[src/hdl/bstk_pkg.sv]
`timescale 1ns / 1ps
// bstk_pkg: shared types, codes and defaults for the bounded stack block
// depends on nothing; imported by bstk_ram and the top level
package bstk_pkg;

   localparam int DEPTH_DEF = 8;
   localparam int WORD_W    = 32;

   // operation codes
   localparam logic [1:0] OP_PUSH = 2'd0;
   localparam logic [1:0] OP_POP  = 2'd1;
   localparam logic [1:0] OP_DISP = 2'd2;
   localparam logic [1:0] OP_PAL  = 2'd3;

   // status codes
   localparam logic [1:0] ST_OK    = 2'd0;
   localparam logic [1:0] ST_FULL  = 2'd1;
   localparam logic [1:0] ST_EMPTY = 2'd2;

   typedef struct packed {
      logic [1:0]               operation;
      logic signed [WORD_W-1:0] push_value;
   } req_type;

   typedef struct packed {
      logic [1:0]               status;
      logic signed [WORD_W-1:0] data_out;
      logic                     is_palindrome;
      logic                     last;
   } rsp_type;

   typedef enum logic [2:0] {
      S_IDLE,
      S_RD,
      S_EMIT,
      S_PAL_RD,
      S_PAL_CMP,
      S_RESP
   } state_type;

endpackage

[src/hdl/bstk_ram.sv]
`timescale 1ns / 1ps
// bstk_ram: stack storage, one write port and two registered read ports
// depends on bstk_pkg for the word width and the default depth
module bstk_ram #(
   parameter int DEPTH = bstk_pkg::DEPTH_DEF,
   parameter int AW    = $clog2(DEPTH)
) (
   input  logic                          clock,
   input  logic                          wr_en,
   input  logic [AW-1:0]                 wr_addr,
   input  logic [bstk_pkg::WORD_W-1:0]   wr_data,
   input  logic [AW-1:0]                 rd_addr_a,
   input  logic [AW-1:0]                 rd_addr_b,
   output logic [bstk_pkg::WORD_W-1:0]   rd_data_a,
   output logic [bstk_pkg::WORD_W-1:0]   rd_data_b
);
   import bstk_pkg::*;

   logic [WORD_W-1:0] mem [DEPTH];
   logic [WORD_W-1:0] rd_a_ff;
   logic [WORD_W-1:0] rd_b_ff;

   always_ff @(posedge clock) begin
      if (wr_en) begin
         mem[wr_addr] <= wr_data;
      end
   end

   always_ff @(posedge clock) begin
      rd_a_ff <= mem[rd_addr_a];
      rd_b_ff <= mem[rd_addr_b];
   end

   assign rd_data_a = rd_a_ff;
   assign rd_data_b = rd_b_ff;

endmodule

[src/hdl/bounded_stack_with_palindrome_check_top.sv]
`timescale 1ns / 1ps
// bounded LIFO stack of signed words with pop, display and palindrome check
// requests enter on req_valid / req_stall, results leave on rsp_valid / rsp_stall.
// each request is an operation and a push value; each result carries status,
// data_out, is_palindrome and last, which marks the final result of a request.
// one request is worked at a time: req_stall is high from acceptance until the
// final result has been loaded into the output register.
// push reaches the output register through S_RESP; pop through S_RD and S_EMIT.
// display of n words: one read step and one emit step per word.
// palindrome of n words: pairs are read (S_PAL_RD) and compared (S_PAL_CMP)
// from both ends inward, stopping at a mismatch; an empty stack goes to S_RESP.
// the output register frees as the previous result is taken, so a waiting
// result does not block acceptance once the request is finished.
// a stalled receiver holds rsp_data and rsp_valid and pauses display streaming.
// reset (synchronous) empties the stack and drops any pending result; storage
// is not cleared since an entry is only read below the fill count.
// depends on bstk_pkg and bstk_ram
module bounded_stack_with_palindrome_check_top #(
   parameter int DEPTH = bstk_pkg::DEPTH_DEF
) (
   input  logic              clock,
   input  logic              reset,
   input  logic              req_valid,
   output logic              req_stall,
   input  bstk_pkg::req_type req_data,
   output logic              rsp_valid,
   input  logic              rsp_stall,
   output bstk_pkg::rsp_type rsp_data
);
   import bstk_pkg::*;

   localparam int AW = $clog2(DEPTH);
   localparam int CW = $clog2(DEPTH + 1);

   state_type   state_ff, state_in;
   logic [CW-1:0] count_ff, count_in;
   logic [1:0]  op_ff, op_in;
   logic [AW-1:0] addr_a_ff, addr_a_in;
   logic [AW-1:0] addr_b_ff, addr_b_in;
   rsp_type     res_ff, res_in;
   rsp_type     out_ff, out_in;
   logic        out_valid_ff, out_valid_in;

   logic              wr_en;
   logic [WORD_W-1:0] rd_a;
   logic [WORD_W-1:0] rd_b;
   logic [CW-1:0]     count_m1;
   logic              full;
   logic              empty;
   logic              out_free;
   logic              load_out;
   logic              emit_last;

   bstk_ram #(
      .DEPTH (DEPTH),
      .AW    (AW)
   ) u_ram (
      .clock     (clock),
      .wr_en     (wr_en),
      .wr_addr   (count_ff[AW-1:0]),
      .wr_data   (req_data.push_value),
      .rd_addr_a (addr_a_ff),
      .rd_addr_b (addr_b_ff),
      .rd_data_a (rd_a),
      .rd_data_b (rd_b)
   );

   assign count_m1  = count_ff - CW'(1);
   assign full      = (count_ff == CW'(DEPTH));
   assign empty     = (count_ff == '0);
   assign out_free  = !out_valid_ff || !rsp_stall;
   assign emit_last = (addr_a_ff == '0) || (op_ff == OP_POP);
   assign req_stall = (state_ff != S_IDLE);

   always_comb begin
      state_in  = state_ff;
      count_in  = count_ff;
      op_in     = op_ff;
      addr_a_in = addr_a_ff;
      addr_b_in = addr_b_ff;
      res_in    = res_ff;
      out_in    = res_ff;
      wr_en     = 1'b0;
      load_out  = 1'b0;
      unique case (state_ff)
         S_IDLE: begin
            if (req_valid) begin
               op_in                = req_data.operation;
               res_in.status        = ST_OK;
               res_in.data_out      = '0;
               res_in.is_palindrome = 1'b0;
               res_in.last          = 1'b1;
               state_in             = S_RESP;
               unique case (req_data.operation)
                  OP_PUSH: begin
                     if (full) begin
                        res_in.status = ST_FULL;
                     end else begin
                        wr_en    = 1'b1;
                        count_in = count_ff + CW'(1);
                     end
                  end
                  OP_POP: begin
                     if (empty) begin
                        res_in.status = ST_EMPTY;
                     end else begin
                        count_in  = count_m1;
                        addr_a_in = count_m1[AW-1:0];
                        state_in  = S_RD;
                     end
                  end
                  OP_DISP: begin
                     if (empty) begin
                        res_in.status = ST_EMPTY;
                     end else begin
                        addr_a_in = count_m1[AW-1:0];
                        state_in  = S_RD;
                     end
                  end
                  OP_PAL: begin
                     if (empty) begin
                        res_in.status        = ST_EMPTY;
                        res_in.is_palindrome = 1'b1;
                     end else begin
                        addr_a_in = '0;
                        addr_b_in = count_m1[AW-1:0];
                        state_in  = S_PAL_RD;
                     end
                  end
                  default: begin
                     state_in = S_IDLE;
                  end
               endcase
            end
         end
         S_RD: begin
            state_in = S_EMIT;
         end
         S_EMIT: begin
            if (out_free) begin
               load_out             = 1'b1;
               out_in.status        = ST_OK;
               out_in.data_out      = rd_a;
               out_in.is_palindrome = 1'b0;
               out_in.last          = emit_last;
               if (emit_last) begin
                  state_in = S_IDLE;
               end else begin
                  addr_a_in = addr_a_ff - AW'(1);
                  state_in  = S_RD;
               end
            end
         end
         S_PAL_RD: begin
            state_in = S_PAL_CMP;
         end
         S_PAL_CMP: begin
            if (rd_a != rd_b) begin
               res_in.is_palindrome = 1'b0;
               state_in             = S_RESP;
            end else if ((addr_a_ff >= addr_b_ff) || (addr_a_ff + AW'(1) == addr_b_ff)) begin
               res_in.is_palindrome = 1'b1;
               state_in             = S_RESP;
            end else begin
               addr_a_in = addr_a_ff + AW'(1);
               addr_b_in = addr_b_ff - AW'(1);
               state_in  = S_PAL_RD;
            end
         end
         S_RESP: begin
            if (out_free) begin
               load_out = 1'b1;
               out_in   = res_ff;
               state_in = S_IDLE;
            end
         end
         default: begin
            state_in = S_IDLE;
         end
      endcase
   end

   always_comb begin
      if (load_out) begin
         out_valid_in = 1'b1;
      end else if (!rsp_stall) begin
         out_valid_in = 1'b0;
      end else begin
         out_valid_in = out_valid_ff;
      end
   end

   always_ff @(posedge clock) begin
      if (reset) begin
         state_ff     <= S_IDLE;
         count_ff     <= '0;
         out_valid_ff <= 1'b0;
      end else begin
         state_ff     <= state_in;
         count_ff     <= count_in;
         out_valid_ff <= out_valid_in;
      end
   end

   always_ff @(posedge clock) begin
      op_ff     <= op_in;
      addr_a_ff <= addr_a_in;
      addr_b_ff <= addr_b_in;
      res_ff    <= res_in;
      if (load_out) begin
         out_ff <= out_in;
      end
   end

   assign rsp_valid = out_valid_ff;
   assign rsp_data  = out_ff;

`ifndef SYNTHESIS
   a_count_bound : assert property (@(posedge clock) disable iff (reset)
      count_ff <= CW'(DEPTH))
      else $error("fill count above depth");

   a_count_busy_hold : assert property (@(posedge clock) disable iff (reset)
      (state_ff != S_IDLE) |=> (count_ff == $past(count_ff)))
      else $error("fill count moved while a request was in progress");

   a_push_grows : assert property (@(posedge clock) disable iff (reset)
      (req_valid && !req_stall && req_data.operation == OP_PUSH && !full)
      |=> (count_ff == $past(count_ff) + CW'(1)))
      else $error("push did not grow the stack");

   a_pal_order : assert property (@(posedge clock) disable iff (reset)
      (state_ff == S_PAL_CMP) |-> (addr_a_ff <= addr_b_ff))
      else $error("palindrome pointers crossed");

   a_idle_last : assert property (@(posedge clock) disable iff (reset)
      (out_valid_ff && state_ff == S_IDLE) |-> out_ff.last)
      else $error("pending result in idle is not the final one");
`endif

endmodule
[config.mk]
export PLATFORM = sky130hd
export DESIGN_NAME = bounded_stack_with_palindrome_check_top
export DESIGN_NICKNAME = d
export VERILOG_FILES = /design/src/hdl/bstk_pkg.sv /design/src/hdl/bstk_ram.sv /design/src/hdl/bounded_stack_with_palindrome_check_top.sv
export SDC_FILE = /design/constraint.sdc
export NUM_CORES = 1
export LEC_CHECK = 0
export ABC_AREA = 1
export BUFFER_PORTS_ARGS = -buffer_cell sky130_fd_sc_hd__buf_2
export CAP_MARGIN = 30
export CORE_MARGIN = 5
export CORE_UTILIZATION = 52
export DETAILED_ROUTE_END_ITERATION = 7
export GPL_TIMING_DRIVEN = 1
export PLACE_DENSITY_LB_ADDON = 0.3
export SLEW_MARGIN = 20
export SYNTH_ARGS = -nofsm -noshare
export SYNTH_HDL_FRONTEND = slang
export SYNTH_SLANG_ARGS = --single-unit
[constraint.sdc]
create_clock -name clock -period 5.5 [get_ports clock]
set_input_delay 1.1 -clock clock [delete_from_list [all_inputs] [get_ports clock]]
set_output_delay 1.1 -clock clock [all_outputs]
set_load 0.005 [all_outputs]
## Yosys cells after proc, flatten, opt, wreduce, memory -nomap -nowiden

Memory sizes are Yosys's and may differ from the RTL's. A register that Yosys moved wholly into a read port is not among the register bits.
Cells that the tools add are included.

| cells by class | value |
|---|---|
| add/sub/neg operators | 5 |
| order comparisons | 1 |
| eq/ne operators | 27 |
| mux-type cells | 48 |
| reductions and logical operators | 23 |

Operator list:

| operator | number |
|---|---|
| 36-bit two-way mux | 2 |
| 3-bit two-way mux | 18 |
| 32-bit != test | 1 |
| 2-bit != test, second input constant | 9 |
| 3-bit one-hot mux with 2 select lines | 3 |
| 3-bit one-hot mux with 6 select lines | 1 |
| 1-bit two-way mux | 16 |
| 3-bit != test, second input constant | 3 |
| 3-bit one-hot mux with 3 select lines | 1 |
| 9-bit AND reduction | 1 |
| 4-bit two-way mux | 2 |
| 4-bit one-hot mux with 2 select lines | 1 |
| 3-bit by 2-bit equality test with 1-bit output, second input constant | 2 |
| 3-bit equality test, second input constant | 2 |
| 3-bit zero test | 2 |
| 3-bit AND reduction | 2 |
| 6-bit AND reduction | 1 |
| 3-bit nonzero test | 2 |
| 3-bit by 1-bit subtractor with 3-bit output, second input constant | 2 |
| 5-bit AND reduction | 1 |
| 4-bit by 1-bit adder with 4-bit output, second input constant | 1 |
| 2-bit by 1-bit equality test with 1-bit output, second input constant | 2 |
| 2-bit equality test, second input constant | 2 |
| 4-bit equality test, second input constant | 1 |
| other kinds (18) | 26 |

| storage, ports and cells | value |
|---|---|
| bits in registers | 55 |
| memory bits (writable) | 256 |
| input port bits | 38 |
| output and inout bits | 38 |
| logic and storage cells | 117 |
| memories kept | 1 |

Memories:

| name | words | bits a word | read ports | clocked after memory_dff | wr ports | line | source |
|---|---|---|---|---|---|---|---|
| u_ram.mem | 8 | 32 | 2 | 2 | 1 | bstk_ram.sv:19 | `logic [WORD_W-1:0] mem [DEPTH];` |

## Depth between registers and ports, before layout

Gate-level depths: netlist (run 1).

| depth | value |
|---|---|
| depth after elaboration | 7 |
| gate-level depth with buffers | 14 |
| depth with buffers taken out | 12 |

## Hierarchy

From an unflattened synthesis (run 1), not the netlist that was laid out.

| second synthesis, totals | value |
|---|---|
| cell total of the unflattened synthesis | 2,192 |
| area total of the unflattened synthesis | 18,297.5 um2 |

Modules (own cells, without submodules):

| module | times used | cells each | area an instance (um2) | seq. area each (um2) |
|---|---|---|---|---|
| bstk_ram | 1 | 1,783 | 15,034.4 | 8,968.6 |
| bounded_stack_with_palindrome_check_top | 1 | 409 | 3,263.1 | 1,571.5 |

## Worst setup path before layout (run 1)

No wires, ideal clock.

| timing | value |
|---|---|
| path type | input -> register |
| start point | input req_data[33] (netlist name) |
| end point | memory u_ram.mem[1][0], enable pin |
| setup time | 461 ps |
| data arrival time | 4,015 ps |
| required time | 5,039 ps |
| slack | 1,024 ps |
| cell stages on the path | 6 |
| buffers on the path | 0 |
| path through | inv_1 -> ha_1 -> inv_1 -> nor3_1 -> nand2_1 -> nor3_1 |

| between the ends | value |
|---|---|
| longest elaborated chain between the ends | 6 |

Ends and longest elaborated chain:

| item | line | source |
|---|---|---|
| start: declaration | bounded_stack_with_palindrome_check_top.sv:25 | `input bstk_pkg::req_type req_data,` |
| 2-bit zero test | bounded_stack_with_palindrome_check_top.sv:94 | `unique case (req_data.operation)` |
| 1-bit two-way mux | bounded_stack_with_palindrome_check_top.sv:94 |  |
| 1-bit two-way mux | bounded_stack_with_palindrome_check_top.sv:87 | `if (req_valid) begin` |
| 1-bit two-way mux | bounded_stack_with_palindrome_check_top.sv:85 | `unique case (state_ff)` |
| 1-bit two-way mux | bstk_ram.sv:24 | `if (wr_en) begin` |
| 1-bit two-way mux (not written as such) | bstk_ram.sv:25 | `mem[wr_addr] <= wr_data;` |
| end: declaration | bstk_ram.sv:19 |  |

No other way between the ends.

## Worst setup path after layout (run 1)

| timing | value |
|---|---|
| start point | register addr_a_ff[0] |
| end point | register addr_a_ff[2], enable pin |

| between the ends | value |
|---|---|
| longest elaborated chain between the ends | 5 |
| elaborated cells between the ends (all ways) | 9 |
| those cells by class | add/sub: 1; order compare: 1; eq/ne: 3; reduce/logical: 4 |

Ends and longest elaborated chain:

| item | line | source |
|---|---|---|
| start: declaration | bounded_stack_with_palindrome_check_top.sv:38 | `logic [AW-1:0] addr_a_ff, addr_a_in;` |
| start signal: assignment | bounded_stack_with_palindrome_check_top.sv:207 | `addr_a_ff <= addr_a_in;` |
| 3-bit by 1-bit adder with 3-bit output | bounded_stack_with_palindrome_check_top.sv:161 | `end else if ((addr_a_ff >= addr_b_ff) \|\| (addr_a_ff + AW'(1) == addr_b_ff)) begin` |
| 3-bit equality test | bounded_stack_with_palindrome_check_top.sv:161 |  |
| 1-bit logical OR | bounded_stack_with_palindrome_check_top.sv:161 |  |
| 2-bit != test (no source line) | n/a |  |
| 9-bit AND reduction (no source line) * | n/a |  |

Mark *: on every way between the ends. The rest lies on a longest branch, timed or not.
A chain may end at the register's enable or synchronous reset.

==> results of run 1 <==
-- synthesized netlist by cell type (18+ instances only) --
cell type  instances  area (um^2)
xnor2_1           22          193
nor2_1           137          514
dfxtp_1           72         1440
clkbuf_1          70          263
buf_2             18         90.1
inv_1            168          631
a21oi_1          138          691
edfxtp_1         303         9100
o21ai_0          241         1210
nand2_1          230          863
a31oi_1           65          407
o21ai_1           30          150
o211ai_1          65          488
-- final timing paths --
check,start,endpoint,slack [ns]
max reg2reg,addr_a_ff[0],addr_a_ff[2],2.17
min reg2reg,count_ff[3],count_ff[3],0.50
max,addr_a_ff[0],addr_a_ff[2],2.17
min,count_ff[3],count_ff[3],0.50
-- worst min-delay path, cell delays in order (launching register included) --
cell     delay, ns
dfxtp_1       0.32
inv_1         0.08
a21oi_1       0.06
-- cells by family (layout without fill, tap and decap cells) --
| group | Yosys count | in the layout | synth area share |
|---|---|---|---|
| xor gates and xnor gates | 23 | 23 | 0.0121 |
| adders and majority gates | 13 | 13 | 0.00981 |
| buffers and inverters | 282 | 353 | 0.0661 |
| and+or+nand+nor | 400 | 400 | 0.0953 |
| muxes | 1 | 1 | 0.000603 |
| DFF | 375 | 375 | 0.635 |
| AOI/OAI and AO/OA | 545 | 545 | 0.181 |
-- power by group through the flow --
stage / clock [mW] / combinational [mW] / sequential (mW)
floorplan: 0 / 1.98 / 3.67
global placement: 0 / 2.74 / 3.71
detailed placement: 0 / 2.83 / 3.72
CTS: 2.62 / 2.84 / 3.66
global route: 2.75 / 3.19 / 3.70
finish: 2.59 / 2.88 / 3.67
-- state kept, by name, summed over array words and instances, names as in the netlist --
register,flops
op_ff,2
u_ram.rd_data_b,32
addr_b_ff,3
rsp_data,36
u_ram.mem,256
res_ff,3
addr_a_ff,3
rsp_valid,1
state_ff,3
u_ram.rd_data_a,32
count_ff,4
-- layer usage --
| metal | up-vias | track usage | share of wire |
|---|---|---|---|
| met5 | - | 0 | 0.00082 |
| met3 | 93 | 0.0378 | 0.078 |
| met2 | 554 | 0.384 | 0.48 |
| met1 | 5862 | 0.304 | 0.42 |
| li1 | 5798 | - | - |
| met4 | 4 | 0.0779 | 0.026 |
-- layout make-up --
cell class	count	area share
clock buffers	52	0.0577
inverters	180	0.0362
multi-input cells	982	0.269
flip-flops and latches	375	0.565
repair buffers	101	0.0354
clock inverters	20	0.00967
well taps	402	0.0270
-- metrics by stage --
step,util,std cells,power (mW)
final,0.591,2112,9.13
after CTS,0.591,2112,9.13
after floorplan,-,1639,5.65
after global routing,0.591,2112,9.64
after detailed placement,0.551,2040,6.55
after global placement,0.547,2035,6.45
-- cell usage in the layout (no fill, tap or decap), types with 8 or more instances in the layout --
master,n
buf_2,75
nor2_1,132
dfxtp_1,72
buf_4,20
inv_2,11
clkinv_1,8
clkbuf_1,8
nand3_1,12
a31oi_1,65
xnor2_1,22
inv_1,168
clkbuf_16,39
o21ai_0,241
nand2_1,230
ha_1,13
a21oi_1,138
edfxtp_1,303
o211ai_1,65
o21ai_1,30
==> run metrics, run 1 <==
clock root cell=clkbuf_16; number of buffers added by the clock tree synthesis step=39; critical path arrival=3.55 ns; run status=completed; Worst Setup Path Type=flop to flop; H-Tree Level Count=2; count of flip-flops with a built-in enable after synthesis=303; placed inst area=17400 um^2; gate count after technology mapping=1639; post-route minimum period=3.33 ns; Worst Setup Start Kind=flop; post-place setup slack=2.01 ns; reported net switching power=3.26 mW; worst hold path stage count=2; final setup fails=0; number of warnings printed during yosys synthesis=0; combinational fraction of design power=0.315; clock sinks=375; layout overhead on the synthesized area=12.4%; vertical die dimension=189 um; post-synthesis instance area=16600 um^2; Initial Util=0.526; number of global-route vias before repair=12100; antenna diode instance count=0; Synth cell types=36; post-detailed-route DRC marker count=0; wire length of the first global-routing pass=64.8 mm; Die ar.=35600 um^2; number of primary I/O pins=76; setup repair bufs after CTS=0; sequential share of the synthesized area=0.635; transition time at the pin with the least slew margin=0.961 ns; Min Hold Slack=0.505 ns; cts-stage hold buffer count=0; final standard cell area without fillers=18600 um^2; total congestion overflow=0; combined area of the multi-input logic cells=5010 um^2; pwr dens=490 nW/um^2; setup tns final=0 ns; static leakage power=7.05 nW; final-stage net count=1730; unrepaired setup endpoints after global routing=no; timing-limited maximum frequency=300 MHz; layout filler cell count=2535; share of synthesized flip-flops with an asynchronous set or reset=0; internal power summed over all cells=5.87 mW; Routed wire per std cell=19.6 um; crit share post-route=0.606; total of flip-flops plus latches after synthesis=375; sequential power share=0.401; worst path buffer plus inverter count=3; Avg Vias per Cell=5.83; die width=189 um; register area=10500 um^2; RePlAce Congestion=0.833; cell chain of the critical path=buf_4 -> inv_2 -> ha_1 -> inv_1 -> o21ai_0 -> nor2_1 -> o21ai_2 -> a21boi_2 -> nand2_2 -> nor3_2; clock tree skew after final layout=0.0134 ns; Crit path max-delay family=buffers and inverters; tightest slew margin relative to the limit=0.359; drt total wl=41.3 mm; mean area per synthesized cell=10.1 um^2; number of slew-limit violations in the final report=0; DP Wirelength=24.8 mm; delay contributed by the slowest stage of the critical path=0.63 ns; number of logic stages on the critical path including buffering=10; Total GRT Usage=0.228; highest net fanout along the worst path=85; number of nets still failing antenna checks after routing=0; Port Buf Inserts=75; Floorplan Core Area=31600 um^2; switching share of total power=0.357; clock slew at the register clock pins of the worst setup and hold paths=0.06 ns; share of post-route cells with drive strength above 1=0.113; Min-Delay Path Class=flop to flop; post-layout worst setup margin=2.17 ns; initial antenna violation count=2; maximum number of pins on one net before global-route repair=102; clock insertion delay at the later pin of the skew report=0.53 ns; count of cells resized by post-cts repair=0; net count after synthesis=1690; required time of the critical path=5.71 ns; clock network fraction of total power=0.283; number of max-capacitance violations reported=0; Max IR drop VDD=0.256 mV; Critical-path top delay cell=buf_4; sort of element at the end of the critical path=flop; Top FF cell, synth=edfxtp_1; Pre-antenna DRT Iters=6; cell count of the worst reg-to-reg path=10; clock tree from TritonCTS=done; initial drt markers=1419; CTS Buffer Depth=3; vias post-DR=12300; row cnt=65; final hold violation count=0
Note: power is estimated with default switching activity, not from simulation.
==> run 2, diff against run 1 <==
- clock period: 5.5 -> 3.4 ns (I/O delays scaled with it)
==> run metrics, run 2 (synthesis gave the netlist of run 1 again) <==
timing-limited maximum frequency=383 MHz; DP Wirelength=24.7 mm; Avg Vias per Cell=5.87; vias post-DR=12400; layout overhead on the synthesized area=12.7%; Die ar.=35600 um^2; cts-stage hold buffer count=0; die width=189 um; H-Tree Level Count=2; final-stage net count=1734; most frequent cells in the layout=303 x edfxtp_1, 241 x o21ai_0, 230 x nand2_1; clock insertion delay at the later pin of the skew report=0.54 ns; Port Buf Inserts=75; initial antenna violation count=2; initial drt markers=1498; unrepaired setup endpoints after global routing=no; combined area of the multi-input logic cells=5010 um^2; internal power summed over all cells=9.47 mW; Min-Delay Path Class=primary input to flop; row cnt=65; register with the most flip-flops=u_ram.mem; pwr dens=792 nW/um^2; number of max-capacitance violations reported=0; number of primary I/O pins=76; run status=completed; number of buffers added by the clock tree synthesis step=40; Floorplan Core Area=31600 um^2; clock sinks=375; clock tree from TritonCTS=done; maximum number of pins on one net before global-route repair=161; final core utilization=0.593; sort of element at the end of the critical path=flop; CTS Buffer Depth=3; required time of the critical path=3.58 ns; clock slew at the register clock pins of the worst setup and hold paths=0.06 ns; setup repair bufs after CTS=0; Worst Setup Start Kind=flop; post-route minimum period=2.61 ns; highest net fanout along the worst path=20; count of cells resized by post-cts repair=0; clock tree skew after final layout=0.0197 ns; critical path arrival=2.79 ns; Min Hold Slack=0.356 ns; drt total wl=42.2 mm; Total GRT Usage=0.232; layout filler cell count=2540; clock root cell=clkbuf_16; post-detailed-route DRC marker count=0; Initial Util=0.526; Pre-antenna DRT Iters=8; number of nets still failing antenna checks after routing=0; tightest slew margin relative to the limit=0.470; transition time at the pin with the least slew margin=0.794 ns; final hold violation count=0; combinational fraction of design power=0.322; sequential power share=0.398; total congestion overflow=0; share of post-route cells with drive strength above 1=0.113; wire length of the first global-routing pass=65.4 mm; switching share of total power=0.361; number of global-route vias before repair=12200; RePlAce Congestion=0.868; Worst Setup Path Type=flop to flop; vertical die dimension=189 um; most common cell after layout, fill and taps aside=edfxtp_1; clock network fraction of total power=0.280; max reg flops=256; register area=10500 um^2; reported net switching power=5.34 mW; Routed wire per std cell=19.9 um; static leakage power=7.07 nW; number of slew-limit violations in the final report=0; crit share post-route=0.768; final setup fails=0; Max IR drop VDD=0.638 mV
-- run 2: layout make-up --
class / instances / area share
well taps: 402 / 0.0269
flip-flops and latches: 375 / 0.564
clock buffers: 52 / 0.0575
inverters: 180 / 0.0361
repair buffers: 104 / 0.0381
multi-input cells: 982 / 0.268
clock inverters: 22 / 0.00964
diodes: 1 / 0.000134
-- run 2: per-layer routing --
| layer | GRT usage | part of all wire |
|---|---|---|
| met1 | 0.319 | 0.42 |
| met2 | 0.386 | 0.47 |
| met3 | 0.0333 | 0.085 |
| met4 | 0.0732 | 0.025 |
| met5 | 0 | 0.00081 |
-- run 2: metrics by stage --
step	power [mW]	instance area [um^2]	worst slack [ns]	setup TNS, ns	instances
2_1_floorplan	9.14	16600	-0.656	-83.94	1639
3_3_place_gp	10.5	17400	0.682	0	2042
3_5_place_dp	10.7	17400	0.627	0	2043
4_1_cts	14.8	18700	0.781	0	2117
5_1_grt	15.6	18700	0.554	0	2117
6_report	14.8	18700	0.788	0	2118
-- run 2: power groups by stage --
stage          Combinational [mW]  Clock (mW)  Sequential, mW
3_5_place_dp                 4.68           0            5.99
5_1_grt                      5.27        4.40            5.96
6_report                     4.77        4.15            5.89
2_1_floorplan                3.21           0            5.94
3_3_place_gp                 4.56           0            5.96
4_1_cts                      4.71        4.21            5.89
-- run 2: path summary, 6_finish.rpt --
kind,from,endpoint,slack (ns),depth (start not counted)
worst max register to register,count_ff[0],u_ram.mem[3][19],0.79,8
worst min-delay path,req_data[33],op_ff[1],0.36,1
worst max-delay path,count_ff[0],u_ram.mem[3][19],0.79,8
worst min register to register,count_ff[3],count_ff[3],0.51,2
-- run 2: critical path, stage by stage, from the launching register on --
cell and delay, ns:
dfxtp_1 0.44, inv_1 0.14, ha_1 0.24, nand2_1 0.11
nor2_1 0.07, nor3_1 0.41, nand2_1 0.24, nor3_2 0.20
buf_4 0.39
